===== src/sv/sahs_pkg.sv =====
// ----------------------------------------------------------------------------
// sahs_pkg: shared types and constants
// Field widths, register indexes and the structs passed between the units
// of the strongest access point selector.
// ----------------------------------------------------------------------------
package sahs_pkg;

  localparam int IDX_W    = 6;
  localparam int RSSI_W   = 8;
  localparam int TAG_W    = 32;
  localparam int MARGIN_W = 5;
  localparam int WINS_W   = 4;

  localparam logic [WINS_W-1:0] WINS_MAX = 4'd15;

  // configuration port
  localparam int CFG_IDX_W  = 2;
  localparam int CFG_DATA_W = 5;

  localparam logic [CFG_IDX_W-1:0] CFG_SMOOTHING_ENABLE = 2'd0;
  localparam logic [CFG_IDX_W-1:0] CFG_MARGIN_DB        = 2'd1;
  localparam logic [CFG_IDX_W-1:0] CFG_WIN_TARGET       = 2'd2;

  localparam logic [MARGIN_W-1:0] MARGIN_RESET = 5'd3;
  localparam logic [WINS_W-1:0]   WINS_RESET   = 4'd3;

  typedef struct packed {
    logic                smoothing_enable;
    logic [MARGIN_W-1:0] margin_db;
    logic [WINS_W-1:0]   win_target;
  } cfg_t;

  // one input record
  typedef struct packed {
    logic [RSSI_W-1:0] rssi;
    logic [TAG_W-1:0]  ssid_tag;
    logic              last_in_scan;
    logic              scan_empty;
  } rec_t;

  // current lock as seen by the scan tracker
  typedef struct packed {
    logic             lock_valid;
    logic [TAG_W-1:0] locked_tag;
    logic [IDX_W-1:0] locked_index;
  } lock_view_t;

  // scan totals including the record being transferred
  typedef struct packed {
    logic [IDX_W-1:0]  raw_index;
    logic [RSSI_W-1:0] raw_level;
    logic [TAG_W-1:0]  raw_tag;
    logic              match_found;
    logic [IDX_W-1:0]  match_index;
    logic [RSSI_W-1:0] match_rssi;
    logic [TAG_W-1:0]  match_tag;
  } scan_sum_t;

  typedef struct packed {
    logic              winner_valid;
    logic [IDX_W-1:0]  winner_index;
    logic [RSSI_W-1:0] winner_rssi;
    logic [TAG_W-1:0]  winner_tag;
    logic              lock_switched;
  } result_t;

endpackage


===== src/sv/sahs_if.sv =====
// ----------------------------------------------------------------------------
// sahs channel interfaces
// Valid/ready channels for scan records and for per-scan results.
// ----------------------------------------------------------------------------
interface sahs_in_if;
  logic                              valid;
  logic                              ready;
  logic signed [sahs_pkg::RSSI_W-1:0] rssi;
  logic [sahs_pkg::TAG_W-1:0]        ssid_tag;
  logic                              last_in_scan;
  logic                              scan_empty;

  modport source (output valid, rssi, ssid_tag, last_in_scan, scan_empty,
                  input ready);
  modport sink (input valid, rssi, ssid_tag, last_in_scan, scan_empty,
                output ready);
endinterface

interface sahs_out_if;
  logic                               valid;
  logic                               ready;
  logic                               winner_valid;
  logic [sahs_pkg::IDX_W-1:0]         winner_index;
  logic signed [sahs_pkg::RSSI_W-1:0] winner_rssi;
  logic [sahs_pkg::TAG_W-1:0]         winner_tag;
  logic                               lock_switched;

  modport source (output valid, winner_valid, winner_index, winner_rssi, winner_tag,
                  lock_switched, input ready);
  modport sink (input valid, winner_valid, winner_index, winner_rssi, winner_tag,
                lock_switched, output ready);
endinterface


===== src/sv/sahs_scan.sv =====
// ----------------------------------------------------------------------------
// sahs_scan: per-scan tracker
// Keeps the raw strongest record and the first record matching the lock.
// ----------------------------------------------------------------------------
module sahs_scan #(
  parameter int MAX_RECORDS = 64
) (
  input  logic                 clk,
  input  logic                 rst,
  input  logic                 fire,
  input  sahs_pkg::rec_t       rec,
  input  sahs_pkg::lock_view_t lock,
  output sahs_pkg::scan_sum_t  sum
);

  localparam int POS_W = $clog2(MAX_RECORDS + 1);

  logic [POS_W-1:0]    item_position;
  sahs_pkg::scan_sum_t acc;
  logic [POS_W-1:0]    item_position_next;
  logic                in_range;
  logic [sahs_pkg::IDX_W-1:0] idx;
  logic                hit;

  assign in_range = item_position < POS_W'(MAX_RECORDS);
  assign idx      = sahs_pkg::IDX_W'(item_position);
  assign hit      = (lock.locked_tag != '0) ? (rec.ssid_tag == lock.locked_tag)
                                            : (idx == lock.locked_index);

  always_comb begin
    sum                = acc;
    item_position_next = item_position;
    if (in_range) begin
      if (item_position == '0 ||
          $signed(rec.rssi) > $signed(acc.raw_level)) begin
        sum.raw_index = idx;
        sum.raw_level = rec.rssi;
        sum.raw_tag   = rec.ssid_tag;
      end
      if (lock.lock_valid && !acc.match_found && hit) begin
        sum.match_found = 1'b1;
        sum.match_index = idx;
        sum.match_rssi  = rec.rssi;
        sum.match_tag   = rec.ssid_tag;
      end
      item_position_next = item_position + POS_W'(1);
    end
  end

  always_ff @(posedge clk) begin
    if (rst) begin
      item_position <= '0;
      acc           <= '0;
    end else if (fire) begin
      if (rec.scan_empty || rec.last_in_scan) begin
        item_position <= '0;
        acc           <= '0;
      end else begin
        item_position <= item_position_next;
        acc           <= sum;
      end
    end
  end

endmodule


===== src/sv/sahs_lock.sv =====
// ----------------------------------------------------------------------------
// sahs_lock: lock and challenger with end-of-scan decision
// Picks the reported record and applies margin and win-count hysteresis.
// ----------------------------------------------------------------------------
module sahs_lock (
  input  logic                 clk,
  input  logic                 rst,
  input  sahs_pkg::cfg_t       cfg,
  input  logic                 end_fire,
  input  logic                 empty_fire,
  input  sahs_pkg::scan_sum_t  sum,
  output sahs_pkg::lock_view_t lock,
  output sahs_pkg::result_t    result
);

  logic                          lock_valid, lock_valid_next;
  logic [sahs_pkg::TAG_W-1:0]    locked_tag, locked_tag_next;
  logic [sahs_pkg::IDX_W-1:0]    locked_index, locked_index_next;
  logic                          challenger_valid, challenger_valid_next;
  logic [sahs_pkg::IDX_W-1:0]    challenger_index, challenger_index_next;
  logic [sahs_pkg::WINS_W-1:0]   challenger_wins, challenger_wins_next;

  logic signed [sahs_pkg::RSSI_W+1:0] raw_ext, thresh;
  logic                          beats;
  logic [sahs_pkg::WINS_W-1:0]   wins_base, wins_inc;
  logic                          switched;

  assign lock = '{lock_valid: lock_valid, locked_tag: locked_tag,
                  locked_index: locked_index};

  // signed compare with two guard bits: raw >= match + margin
  assign raw_ext = {{2{sum.raw_level[sahs_pkg::RSSI_W-1]}}, sum.raw_level};
  assign thresh  = {{2{sum.match_rssi[sahs_pkg::RSSI_W-1]}}, sum.match_rssi}
                 + {5'd0, cfg.margin_db};
  assign beats   = raw_ext >= thresh;

  assign wins_base = (challenger_valid && challenger_index == sum.raw_index)
                   ? challenger_wins : '0;
  assign wins_inc  = (wins_base == sahs_pkg::WINS_MAX) ? wins_base
                   : wins_base + sahs_pkg::WINS_W'(1);
  assign switched  = beats && (wins_inc >= cfg.win_target);

  always_comb begin
    lock_valid_next       = lock_valid;
    locked_tag_next       = locked_tag;
    locked_index_next     = locked_index;
    challenger_valid_next = challenger_valid;
    challenger_index_next = challenger_index;
    challenger_wins_next  = challenger_wins;

    result = '{winner_valid: 1'b1, winner_index: sum.raw_index,
               winner_rssi: sum.raw_level, winner_tag: sum.raw_tag,
               lock_switched: 1'b0};

    if (empty_fire) begin
      result = '0;
      if (cfg.smoothing_enable) begin
        lock_valid_next       = 1'b0;
        locked_tag_next       = '0;
        locked_index_next     = '0;
        challenger_valid_next = 1'b0;
        challenger_index_next = '0;
        challenger_wins_next  = '0;
      end
    end else if (end_fire && cfg.smoothing_enable) begin
      if (!(lock_valid && sum.match_found)) begin
        // no lock, or the locked record is gone: take the raw winner
        lock_valid_next       = 1'b1;
        locked_tag_next       = sum.raw_tag;
        locked_index_next     = sum.raw_index;
        challenger_valid_next = 1'b0;
        challenger_index_next = '0;
        challenger_wins_next  = '0;
        result.lock_switched  = 1'b1;
      end else if (sum.raw_index == sum.match_index) begin
        locked_index_next     = sum.match_index;
        challenger_valid_next = 1'b0;
        challenger_index_next = '0;
        challenger_wins_next  = '0;
        result = '{winner_valid: 1'b1, winner_index: sum.match_index,
                   winner_rssi: sum.match_rssi, winner_tag: sum.match_tag,
                   lock_switched: 1'b0};
      end else if (switched) begin
        locked_tag_next       = sum.raw_tag;
        locked_index_next     = sum.raw_index;
        challenger_valid_next = 1'b0;
        challenger_index_next = '0;
        challenger_wins_next  = '0;
        result.lock_switched  = 1'b1;
      end else begin
        locked_index_next     = sum.match_index;
        challenger_valid_next = 1'b1;
        challenger_index_next = sum.raw_index;
        challenger_wins_next  = beats ? wins_inc : '0;
        result = '{winner_valid: 1'b1, winner_index: sum.match_index,
                   winner_rssi: sum.match_rssi, winner_tag: sum.match_tag,
                   lock_switched: 1'b0};
      end
    end
  end

  always_ff @(posedge clk) begin
    if (rst) begin
      lock_valid       <= 1'b0;
      locked_tag       <= '0;
      locked_index     <= '0;
      challenger_valid <= 1'b0;
      challenger_index <= '0;
      challenger_wins  <= '0;
    end else begin
      lock_valid       <= lock_valid_next;
      locked_tag       <= locked_tag_next;
      locked_index     <= locked_index_next;
      challenger_valid <= challenger_valid_next;
      challenger_index <= challenger_index_next;
      challenger_wins  <= challenger_wins_next;
    end
  end

  a_chal_needs_lock: assert property (@(posedge clk) disable iff (rst)
    challenger_valid |-> lock_valid)
    else $error("challenger held without a lock");

  a_idle_chal_no_wins: assert property (@(posedge clk) disable iff (rst)
    !challenger_valid |-> challenger_wins == '0)
    else $error("win count left over without a challenger");

  a_empty_clears_lock: assert property (@(posedge clk) disable iff (rst)
    (empty_fire && cfg.smoothing_enable) |=> !lock_valid)
    else $error("empty scan did not clear the lock");

  a_switch_sets_lock: assert property (@(posedge clk) disable iff (rst)
    (end_fire && result.lock_switched) |=> lock_valid && !challenger_valid)
    else $error("lock switch left lock state inconsistent");

endmodule


===== src/sv/sahs_out_buf.sv =====
// ----------------------------------------------------------------------------
// sahs_out_buf: result register with skid stage
// Holds up to two results so the record side keeps moving during a stall.
// ----------------------------------------------------------------------------
module sahs_out_buf (
  input  logic                clk,
  input  logic                rst,
  input  logic                push,
  input  sahs_pkg::result_t   din,
  output logic                can_accept,
  sahs_out_if.source          results
);

  sahs_pkg::result_t out_data, skid_data;
  logic              out_valid, skid_valid;
  logic              out_free;

  assign can_accept = !skid_valid;
  assign out_free   = !out_valid || results.ready;

  always_ff @(posedge clk) begin
    if (rst) begin
      out_valid  <= 1'b0;
      skid_valid <= 1'b0;
    end else if (out_free) begin
      if (skid_valid) begin
        out_valid  <= 1'b1;
        skid_valid <= 1'b0;
      end else begin
        out_valid <= push;
      end
    end else if (push) begin
      skid_valid <= 1'b1;
    end
  end

  always_ff @(posedge clk) begin
    if (out_free) begin
      out_data <= skid_valid ? skid_data : din;
    end
    if (!out_free && push) begin
      skid_data <= din;
    end
  end

  assign results.valid         = out_valid;
  assign results.winner_valid  = out_data.winner_valid;
  assign results.winner_index  = out_data.winner_index;
  assign results.winner_rssi   = out_data.winner_rssi;
  assign results.winner_tag    = out_data.winner_tag;
  assign results.lock_switched = out_data.lock_switched;

endmodule


===== src/sv/strongest_ap_hysteresis_select_unit.sv =====
// ----------------------------------------------------------------------------
// strongest_ap_hysteresis_select_unit: strongest access point selector
// Reports the strongest record of each scan, raw or with lock hysteresis.
// ----------------------------------------------------------------------------
// Usage:
//   records carries one access point record per transfer. A scan ends on a
//   record with last_in_scan set or on a transfer with scan_empty set.
//   results carries exactly one item per scan end, none for other records.
//   cfg_write_en/cfg_index/cfg_data write smoothing_enable (0), the switch
//   margin in dB (1) and the required win count (2); other indexes are dropped.
//   Write registers only while no scan is in flight.
// Timing:
//   One record per cycle while records.ready is high. The record and the
//   end-of-scan decision are evaluated in the cycle of the transfer and the
//   result goes to the result register, or to the skid register while that
//   one is held; the scan tracker's compare chain feeds the lock decision.
// Stall:
//   A result register and a skid register sit on the output, so records keep
//   flowing while one result waits; records.ready drops only when both hold
//   results.
// Reset (rst, synchronous, active high): lock, challenger and scan cleared,
//   output empty, registers back to smoothing off, margin 3 dB, 3 wins.
// ----------------------------------------------------------------------------
module strongest_ap_hysteresis_select_unit #(
  parameter int MAX_RECORDS = 64
) (
  input  logic                              clk,
  input  logic                              rst,
  sahs_in_if.sink                           records,
  sahs_out_if.source                        results,
  input  logic                              cfg_write_en,
  input  logic [sahs_pkg::CFG_IDX_W-1:0]    cfg_index,
  input  logic [sahs_pkg::CFG_DATA_W-1:0]   cfg_data
);

  sahs_pkg::cfg_t       cfg;
  sahs_pkg::rec_t       rec;
  sahs_pkg::lock_view_t lock;
  sahs_pkg::scan_sum_t  sum;
  sahs_pkg::result_t    result;
  logic                 fire;
  logic                 end_fire;
  logic                 empty_fire;
  logic                 can_accept;

  // configuration registers
  always_ff @(posedge clk) begin
    if (rst) begin
      cfg.smoothing_enable <= 1'b0;
      cfg.margin_db        <= sahs_pkg::MARGIN_RESET;
      cfg.win_target       <= sahs_pkg::WINS_RESET;
    end else if (cfg_write_en) begin
      unique case (cfg_index)
        sahs_pkg::CFG_SMOOTHING_ENABLE: cfg.smoothing_enable <= cfg_data[0];
        sahs_pkg::CFG_MARGIN_DB:        cfg.margin_db <= cfg_data;
        sahs_pkg::CFG_WIN_TARGET:
          cfg.win_target <= cfg_data[sahs_pkg::WINS_W-1:0];
        default: ;
      endcase
    end
  end

  assign rec = '{rssi: records.rssi, ssid_tag: records.ssid_tag,
                 last_in_scan: records.last_in_scan,
                 scan_empty: records.scan_empty};

  assign records.ready = can_accept;
  assign fire          = records.valid && can_accept;
  assign empty_fire    = fire && rec.scan_empty;
  assign end_fire      = fire && !rec.scan_empty && rec.last_in_scan;

  sahs_scan #(
    .MAX_RECORDS (MAX_RECORDS)
  ) u_scan (
    .clk  (clk),
    .rst  (rst),
    .fire (fire),
    .rec  (rec),
    .lock (lock),
    .sum  (sum)
  );

  sahs_lock u_lock (
    .clk        (clk),
    .rst        (rst),
    .cfg        (cfg),
    .end_fire   (end_fire),
    .empty_fire (empty_fire),
    .sum        (sum),
    .lock       (lock),
    .result     (result)
  );

  // one result per scan end: last record or empty scan
  sahs_out_buf u_out_buf (
    .clk        (clk),
    .rst        (rst),
    .push       (end_fire || empty_fire),
    .din        (result),
    .can_accept (can_accept),
    .results    (results)
  );

  a_stall_means_full: assert property (@(posedge clk) disable iff (rst)
    !records.ready |-> results.valid)
    else $error("input stalled with an empty result register");

  a_empty_result_zero: assert property (@(posedge clk) disable iff (rst)
    (results.valid && !results.winner_valid) |->
      (results.winner_index == '0 && results.winner_rssi == '0 &&
       results.winner_tag == '0 && !results.lock_switched))
    else $error("empty scan result carries data");

  a_raw_no_switch: assert property (@(posedge clk) disable iff (rst)
    (end_fire && !cfg.smoothing_enable) |-> !result.lock_switched)
    else $error("lock switch flagged in raw mode");

endmodule


===== src/flat_wrapper.sv =====
// flat-port wrapper written by rule: the top's interface ports become plain ports
module strongest_ap_hysteresis_select_unit_flat 
#(
  parameter int MAX_RECORDS = 64
)
  (clk, rst, cfg_write_en, cfg_index, cfg_data, records_valid, records_rssi, records_ssid_tag, records_last_in_scan, records_scan_empty, records_ready, results_valid, results_winner_valid, results_winner_index, results_winner_rssi, results_winner_tag, results_lock_switched, results_ready);
  sahs_in_if records_i ();
  sahs_out_if results_i ();
  input  logic clk;
  input  logic rst;
  input  logic cfg_write_en;
  input  logic [sahs_pkg::CFG_IDX_W-1:0] cfg_index;
  input  logic [sahs_pkg::CFG_DATA_W-1:0] cfg_data;
  input wire logic [$bits(records_i.valid)-1:0] records_valid;
  input wire logic [$bits(records_i.rssi)-1:0] records_rssi;
  input wire logic [$bits(records_i.ssid_tag)-1:0] records_ssid_tag;
  input wire logic [$bits(records_i.last_in_scan)-1:0] records_last_in_scan;
  input wire logic [$bits(records_i.scan_empty)-1:0] records_scan_empty;
  output wire logic [$bits(records_i.ready)-1:0] records_ready;
  output wire logic [$bits(results_i.valid)-1:0] results_valid;
  output wire logic [$bits(results_i.winner_valid)-1:0] results_winner_valid;
  output wire logic [$bits(results_i.winner_index)-1:0] results_winner_index;
  output wire logic [$bits(results_i.winner_rssi)-1:0] results_winner_rssi;
  output wire logic [$bits(results_i.winner_tag)-1:0] results_winner_tag;
  output wire logic [$bits(results_i.lock_switched)-1:0] results_lock_switched;
  input wire logic [$bits(results_i.ready)-1:0] results_ready;
  assign records_i.valid = records_valid;
  assign records_i.rssi = records_rssi;
  assign records_i.ssid_tag = records_ssid_tag;
  assign records_i.last_in_scan = records_last_in_scan;
  assign records_i.scan_empty = records_scan_empty;
  assign records_ready = records_i.ready;
  assign results_valid = results_i.valid;
  assign results_winner_valid = results_i.winner_valid;
  assign results_winner_index = results_i.winner_index;
  assign results_winner_rssi = results_i.winner_rssi;
  assign results_winner_tag = results_i.winner_tag;
  assign results_lock_switched = results_i.lock_switched;
  assign results_i.ready = results_ready;
  strongest_ap_hysteresis_select_unit #(.MAX_RECORDS(MAX_RECORDS)) u_core (.clk(clk), .rst(rst), .records(records_i), .results(results_i), .cfg_write_en(cfg_write_en), .cfg_index(cfg_index), .cfg_data(cfg_data));
endmodule

===== config.mk =====
export PLATFORM = sky130hd
export DESIGN_NAME = strongest_ap_hysteresis_select_unit_flat
export DESIGN_NICKNAME = d
export VERILOG_FILES = /design/src/sv/sahs_pkg.sv /design/src/sv/sahs_if.sv /design/src/sv/sahs_scan.sv /design/src/sv/sahs_lock.sv /design/src/sv/sahs_out_buf.sv /design/src/sv/strongest_ap_hysteresis_select_unit.sv /design/src/flat_wrapper.sv
export SDC_FILE = /design/constraint.sdc
export NUM_CORES = 1
export LEC_CHECK = 0
export BUFFER_PORTS_ARGS = -buffer_cell sky130_fd_sc_hd__buf_2
export CAP_MARGIN = 5
export CELL_PAD_IN_SITES_DETAIL_PLACEMENT = 1
export CELL_PAD_IN_SITES_GLOBAL_PLACEMENT = 1
export CORE_UTILIZATION = 50
export CTS_CLUSTER_DIAMETER = 120
export CTS_CLUSTER_SIZE = 8
export DETAILED_ROUTE_END_ITERATION = 12
export GPL_TIMING_DRIVEN = 0
export HOLD_SLACK_MARGIN = 0.08
export PLACE_DENSITY = 0.86
export SYNTH_ARGS = -nofsm -noshare
export SYNTH_HDL_FRONTEND = slang
export SYNTH_SLANG_ARGS = --single-unit

===== constraint.sdc =====
create_clock -name clk -period 17.1 [get_ports clk]
set_input_delay 2.565 -clock clk [delete_from_list [all_inputs] [get_ports clk]]
set_output_delay 2.565 -clock clk [all_outputs]
set_load 0.01 [all_outputs]

==> run summary <==
Max Slew Vio Count -> 0
Post-Layout Cell Count -> 1,889
slowest CP cell -> a2111oi_1
initial detailed-routing violation count -> 1,060
# diodes -> 0
DR vias/cell -> 6.28
Mapped Cells -> 1,390
combinational share of power -> 9.5%
CTS HTree Levels -> 2
flip-flop and latch count after synthesis -> 258
setup violators final -> 0
# placed instances -> 1,832
post-detail-place hpwl -> 32,400 microns
ys async rst share -> 0%
CTS root buf -> clkbuf_16
Synth Area in Compound Gates -> 19.3%
Die X -> 164 microns
Clock Skew -> 21.8 ps
TritonCTS clock tree -> done
hold buffer count at cts -> 0
Finished Cell Area -> 15,200 sq um
PD cells -> 98.1 nW/um^2
ANT nets after route -> 0
drt pass-1 iters -> 5
io pins -> 104
Synth Area in XOR/XNOR -> 3.79%
Reg clk slew, reported paths -> 50 ps
Synth top area share -> 24.6%
max capacitance violation total -> 0
Post-synth EDFFs -> 96
Synth warnings -> 0
DRC -> 0
Internal -> 1120 uW
Synth area leaders -> dfxtp_1 (25%), edfxtp_1 (22%), a22oi_1 (5.5%)
vias in the first global route -> 12,200
first-pass GRT wire length -> 69,800 microns
largest net degree at the start of global routing -> 40
Max Fclk -> 100 MHz
fill count -> 2,946
final worst-path cycle share -> 58.3%
Register Area -> 6130 sq um
sw frac -> 24.9%
WL final -> 45,400 microns
Area Overhead vs Synth -> 15.6%
Post-CTS Setup Bufs -> 0
most frequent cells in the layout -> nand2_1 (171), dfxtp_1 (162), nor2_1 (153)
Die Height -> 164 microns
core region area -> 25,900 sq um
Max Buffers Root-to-Sink -> 3
via count -> 11,900
Seq/Total Area, Yosys -> 46.5%
CP startpoint kind -> primary input
status -> finished clean
largest family of logic cells by synthesized area -> compound AO/OA/AOI/OAI gates
Final min period -> 9970 ps
Synth Area per Inst -> 9.47 sq um
initial antenna violation count -> 0
total net switching power -> 372 uW
largest area contributor in the netlist -> dfxtp_1
Starting Density -> 50.8%
Max-slew headroom -> 24.0%
Multi-input gate area -> 6500 sq um
RSZ-0062 raised after global routing -> false
Worst Tran Pin Value -> 1130 ps
layout cells sized above 1 -> 15.8%
Netlist cell types -> 67
crit end category -> flop
number of port buffers -> 102
syn_nets -> 1,474
Placer Congestion -> 0.941
worst path required time -> 17,550 ps
sequential share of power -> 44.5%
cts bufs inserted -> 38
Synth Cell Area -> 13,200 sq um
Max VDD drop -> 67.8 uV
Clock Latency Late Sink -> 530 ps
critical-path maximum fanout -> 10
nets -> 1,621
global route total overflow -> 0
main flop type after synthesis -> dfxtp_1
part of the power in the clock network -> 46.1%
Crit path largest cell delay -> 1020 ps
TNS Setup -> 0 ps
Routed WL per cell -> 24.0 microns
row cnt -> 59
placed instance area -> 14,200 sq um
die area -> 27,000 sq um
CTS sink cnt -> 258
Total GRT Usage -> 34.0%
Post-Synth Adder-Cell Area -> 2.91%
CP Class -> primary input to flop
Leak -> 0.00587 uW
commonest non-fill, non-tap cell in the layout -> nand2_1
Hold Crit Class -> flop to flop
post-CTS sizing -> 0
Post-Synth Simple-Gate Area -> 15.9%
Layout Utilization -> 58.8%
Final Hold Vio Count -> 0
crit path DAT -> 10,420 ps
mux cell area share after synthesis -> 7.47%
[through the flow]
step                setup WS [ps]  power (uW)  hold WS (ps)
global placement             6830         806           450
floorplan                    9180         755           435
detailed placement           6770         813           458
global route                 6920        1540           511
finish                       7130        1490           470
CTS                          7090        1500           473
[worst paths after layout]
path,end,start,cells past startpoint,slack [ps]
setup / recovery,u_core.u_lock.locked_tag[19],records_rssi[7],25,7130
hold / removal,u_core.cfg[1],u_core.cfg[1],1,470
setup reg to reg,u_core.u_lock.locked_tag[19],u_core.u_scan.acc[86],25,8920
hold reg to reg,u_core.cfg[1],u_core.cfg[1],1,470
[power by group through the flow]
stage	clock network, uW	registers (uW)	logic, uW
after floorplan	0	683	72.5
after global routing	719	666	152
after global placement	0	676	130
after detailed placement	0	676	137
final	688	664	141
after CTS	692	665	139
[routing by layer]
metal / global-route usage (%) / wire length [microns] / up-vias
li1: - / - / 5369
met1: 45.4 / 19600 / 5917
met2: 55.7 / 21400 / 489
met3: 5.51 / 3080 / 90
met4: 11.6 / 1320 / 0
met5: 0 / 0 / -
[synth_stat cells (4+ instances only)]
master	instances
a211o_1	4
a21o_1	8
a21oi_1	51
a22o_1	34
a22oi_1	97
a31oi_1	17
and2_1	36
buf_1	7
buf_2	8
clkbuf_1	85
dfxtp_1	162
edfxtp_1	96
ha_1	29
inv_1	28
mux2_2	54
mux2_4	15
mux2i_1	15
nand2_1	171
nand2b_1	6
nand3_1	15
nand4_1	20
nor2_1	153
nor2b_1	4
nor3_1	16
nor3b_1	6
nor4_1	16
o2111ai_1	32
o211ai_1	10
o21ai_0	67
o311ai_0	6
o31ai_1	4
or2_1	4
xnor2_1	52
xor2_1	5
[final cells by class]
type,instances,area share (%)
Buffer,105,2.85
Multi-Input combinational cell,996,42.7
Timing Repair Buffer,107,3.78
Tap cell,335,2.75
Inverter,31,0.764
Clock inverter,2,0.115
Clock buffer,55,6.80
Sequential cell,258,40.2
[sequential cells by signal (all words and copies together), names as in the netlist]
signal,count
u_core.u_lock.locked_index,6
u_core.u_out_buf.results.winner_valid,1
u_core.u_lock.lock_valid,1
u_core.u_scan.acc,93
u_core.u_out_buf.results.winner_index,6
u_core.u_out_buf.skid_data,48
u_core.u_out_buf.results.winner_rssi,8
u_core.u_out_buf.skid_valid,1
u_core.u_lock.challenger_wins,4
u_core.u_out_buf.results.lock_switched,1
u_core.cfg,10
u_core.u_out_buf.results.valid,1
u_core.u_scan.item_position,7
u_core.u_lock.challenger_index,6
u_core.u_lock.challenger_valid,1
u_core.u_out_buf.results.winner_tag,32
u_core.u_lock.locked_tag,32
[critical path: cells and delay by family]
family / cells / cell delay [ps]
AOI/OAI and AO/OA: 12 / 3880
adders and majority gates: 2 / 650
buffers and inverters: 6 / 2550
and+or+nand+nor: 5 / 770
[kinds of logic (layout without fill, tap and decap cells)]
logic type	Yosys count	count (layout)
XOR/XNOR	57	57
buffers and inverters	136	300
AND/OR/NAND/NOR	464	464
flip-flops	258	258
multiplexers	84	84
AO/OA/AOI/OAI	361	361
adder cells (fa/ha/maj)	30	30
(Power assumes the default switching activity.)
